### config.mk
export PLATFORM = sky130hd
export DESIGN_NAME = tcw_addr
export DESIGN_NICKNAME = d
export VERILOG_FILES = /design/src/hw/rtl/tcw_pkg.sv /design/src/hw/rtl/tcw_addr.sv
export SDC_FILE = /design/constraint.sdc
export NUM_CORES = 1
export LEC_CHECK = 0
export ABC_AREA = 1
export BUFFER_PORTS_ARGS = -buffer_cell sky130_fd_sc_hd__buf_4
export CAP_MARGIN = 30
export CELL_PAD_IN_SITES_DETAIL_PLACEMENT = 0
export CELL_PAD_IN_SITES_GLOBAL_PLACEMENT = 1
export CORE_MARGIN = 2
export CORE_UTILIZATION = 32
export DETAILED_ROUTE_END_ITERATION = 10
export PLACE_DENSITY_LB_ADDON = 0.05
export SLEW_MARGIN = 20
export SYNTH_ARGS = -nofsm -noshare
export SYNTH_HDL_FRONTEND = slang
export SYNTH_SLANG_ARGS = --single-unit
### constraint.sdc
create_clock -name clk -period 2.8 [get_ports clk]
set_input_delay 0.7 -clock clk [delete_from_list [all_inputs] [get_ports clk]]
set_output_delay 0.7 -clock clk [all_outputs]
set_load 0.02 [all_outputs]
### src/hw/rtl/tcw_pkg.sv
// Shared constants, codes and sequencer state type for the text console writer.
package tcw_pkg;

  // Default screen geometry.
  localparam int COLS_DEFAULT = 80;
  localparam int ROWS_DEFAULT = 25;

  // Fixed field widths.
  localparam int COL_W  = 7;
  localparam int ROW_W  = 5;
  localparam int CHAR_W = 8;
  localparam int ATTR_W = 8;
  localparam int CELL_W = CHAR_W + ATTR_W;

  // Character and attribute constants.
  localparam logic [CHAR_W-1:0] NEWLINE_CODE = 8'd10;
  localparam logic [ATTR_W-1:0] ATTR_RESET   = 8'd15;

  // Item operation codes.
  typedef enum logic [1:0] {
    MODE_PUT_CURSOR = 2'd0,
    MODE_PUT_POS    = 2'd1,
    MODE_SET_CURSOR = 2'd2,
    MODE_READ       = 2'd3
  } mode_t;

  // Sequencer states.
  typedef enum logic [3:0] {
    ST_CLEAR,
    ST_IDLE,
    ST_ADDR,
    ST_EXEC,
    ST_READ,
    ST_SCRL_RD,
    ST_SCRL_WR,
    ST_SCRL_CLR,
    ST_DONE
  } state_t;

endpackage

### src/hw/rtl/tcw_addr.sv
// Shared address unit: turns a row and column into a linear cell address and checks that they lie on screen.
module tcw_addr
  import tcw_pkg::*;
#(
  parameter int COLS = COLS_DEFAULT,
  parameter int ROWS = ROWS_DEFAULT
) (
  input  logic                                 clk,
  input  logic [ROW_W-1:0]                     row,
  input  logic [COL_W-1:0]                     col,
  output logic [$clog2(COLS*ROWS)-1:0]         addr,
  output logic                                 on_screen
);

  localparam int AW = $clog2(COLS * ROWS);
  localparam int PW = COL_W + ROW_W + 1;

  logic [PW-1:0] prod;
  logic          in_range;

  // Row times line length plus column, and the bounds check.
  always_comb begin
    prod     = PW'(row) * PW'(COLS) + PW'(col);
    in_range = ({1'b0, col} < (COL_W + 1)'(COLS)) && ({1'b0, row} < (ROW_W + 1)'(ROWS));
  end

  // The result is registered before the sequencer uses it.
  always_ff @(posedge clk) begin
    addr      <= prod[AW-1:0];
    on_screen <= in_range;
  end

endmodule

==> out/metrics.cfg <==
[run_status]
outcome=completed

[job]
max_cap_violations=0

[clocking]
hold_buffers=0
cts_root_buf=clkbuf_4
cts_tree=yes
clk_pin_slew_ps=80
cts_setup_buffers=0
clkSinkCount=12
htreeDepth=1
cts.path.max_buffers=2
numCtsBuffers=3
cts_resized=0

[global_routing]
antenna_found_initial=0
grt_pass1_vias=454
track_usage=0.1130
grt_max_degree=8
grt_overflow_total=0
grt_pass1_wl_mm=1.718

[timing]
finalHoldViolCount=0
fin_crit_sh=0.7568
whs_ps=533.4
setup-tns-final_ps=0
worst_slew_pin_slew_ps=185.3
period_needed_ps=2119
drv_slew=0
maxSlewHeadroom=0.8752
setup_viol=0
fmax_mhz=471.9
rsz0062_at_grt=false

[setup_path]
start_kind=input port
worst-path-max-fanout=4
required_ps=3030
crit_path_end_kind=register
worstSetupPathType=in2reg
worstSetupStartpoint=row[1]
crit_arrival_ps=2350

[logic_synthesis]
synth_fp_nets=91
yosysTopAreaCell=dfxtp_1
ys_seq_area_frac=0.4000
netlist_top_cells_count=18 x nand2_1, 12 x dfxtp_1, 9 x ha_1, 9 x nand3_1, 7 x inv_1
ys_dominant_reg_cell=dfxtp_1
synth_area_um2=600.6
synth.distinct_cells=15
yosysWarnings=0
yosysTopAreaCellShare=0.4000
synth.most_common_cell=nand2_1
synth_area_leaders=dfxtp_1 40%, ha_1 19%, nand2_1 11%
synth_edf_count=0
ys_ff_latch=12
async_reset_ff_frac=0
syn_area_per_cell_um2=8.964
synthCells=67

[floorplanning]
initial_core_util=0.3441
core_area_mm2=0.001745
fp.dieArea_mm2=0.002239
ioPinCount=25
core.rowCount=15
chipWidth_um=47.32
die_y_um=47.32

[place]
portBuffers=24
placed_cells=116
gp_congestion=0.7526
hpwlAfterDp_um=887.2

[final_layout]
diodes=0
fin_cells=120
final_nets=120
drive_above_1_share=0.3053
area_delta_synth_final_pct=41.25
fill_cells=177

[route]
antenna_left=0
viasPerCell=4.250
drt_iter0_markers=7
drc=0
wl_per_cell_um=8.817
vias=510
firstDrtPassIters=4
wirelength_mm=1.058

[power]
p_per_area_mw_per_mm2=593.6
ir_drop_mv=0.3216
p_leak_nw=0.4455

[worst_hold_path]
hold_path_class=in2reg
min_from=col[0]

[cell families (layout without fill, tap and decap cells)]
group / count (synthesis) / count (layout) / share of synthesized area
DFF: 12 / 12 / 0.4000
AOI/OAI and AO/OA: 3 / 3 / 0.02916
xor gates and xnor gates: 3 / 3 / 0.04376
adders and majority gates: 11 / 11 / 0.2542
and+or+nand+nor: 31 / 31 / 0.2291
buffers and inverters: 7 / 35 / 0.04376
[critical path, stage by stage]
cell and delay, ps:
buf_4 130, ha_1 290, ha_1 230, fa_1 520
nand2_1 60, inv_1 100, nand3_1 90, nor2_1 100
nand3_1 70, nand2_1 50
[metal layers]
layer / vias to the layer above / global-route usage / wire, um
met4: 0 / 0.05000 / 12
li1: 276 / - / -
met5: - / 0 / 0
met3: 2 / 0.04615 / 89
met2: 19 / 0.1865 / 470
met1: 213 / 0.1270 / 486
[state kept, by name (all words and copies together), names as in the netlist]
name,flops
on_screen,1
addr,11
[metrics by stage]
step	power, W	area (um^2)	util	setup slack (ps)
3_5_place_dp	0.0003723	812.0	0.4652	384.0
2_1_floorplan	0.0003042	600.6	-	645.6
4_1_cts	0.0005126	848.3	0.4860	677.7
5_1_grt	0.0005418	848.3	0.4860	576.2
6_report	0.0005035	848.3	0.4860	681.0
3_3_place_gp	0.0003719	812.0	0.4652	405.4
[path summary, 6_finish.rpt]
path | to | slack (ps) | depth (start not counted)
worst max-delay path | addr[10] | 680 | 10
worst min-delay path | addr[0] | 530 | 1
[cell usage in the layout, fill, tap and decap left out, types with 2 or more instances in the layout]
master    Yosys  routed
buf_4         0      24
fa_1          2       2
dfxtp_1      12      12
nand2_1      18      18
xor2_1        2       2
ha_1          9       9
clkbuf_4      0       3
inv_1         7       7
nand3_1       9       9
[layout make-up]
class | instances | area [um^2] | area share
clock buffers | 4 | 36.28 | 0.04277
repair buffers | 24 | 180.2 | 0.2124
multi-input cells | 48 | 334.1 | 0.3938
flip-flops and latches | 12 | 240.2 | 0.2832
well taps | 25 | 31.28 | 0.03687
inverters | 7 | 26.28 | 0.03097
[power by group]
| part | internal [W] | switching, W | total, W | leakage [nW] |
|---|---|---|---|---|
| clock | 0.0000790 | 0.0000588 | 0.000138 | 0.0210 |
| combinational | 0.0000743 | 0.0000886 | 0.000163 | 0.323 |
| sequential | 0.000197 | 0.00000579 | 0.000203 | 0.101 |
| total | 0.000350 | 0.000153 | 0.000504 | 0.445 |
No activity file was read; power rests on OpenSTA's default activity.
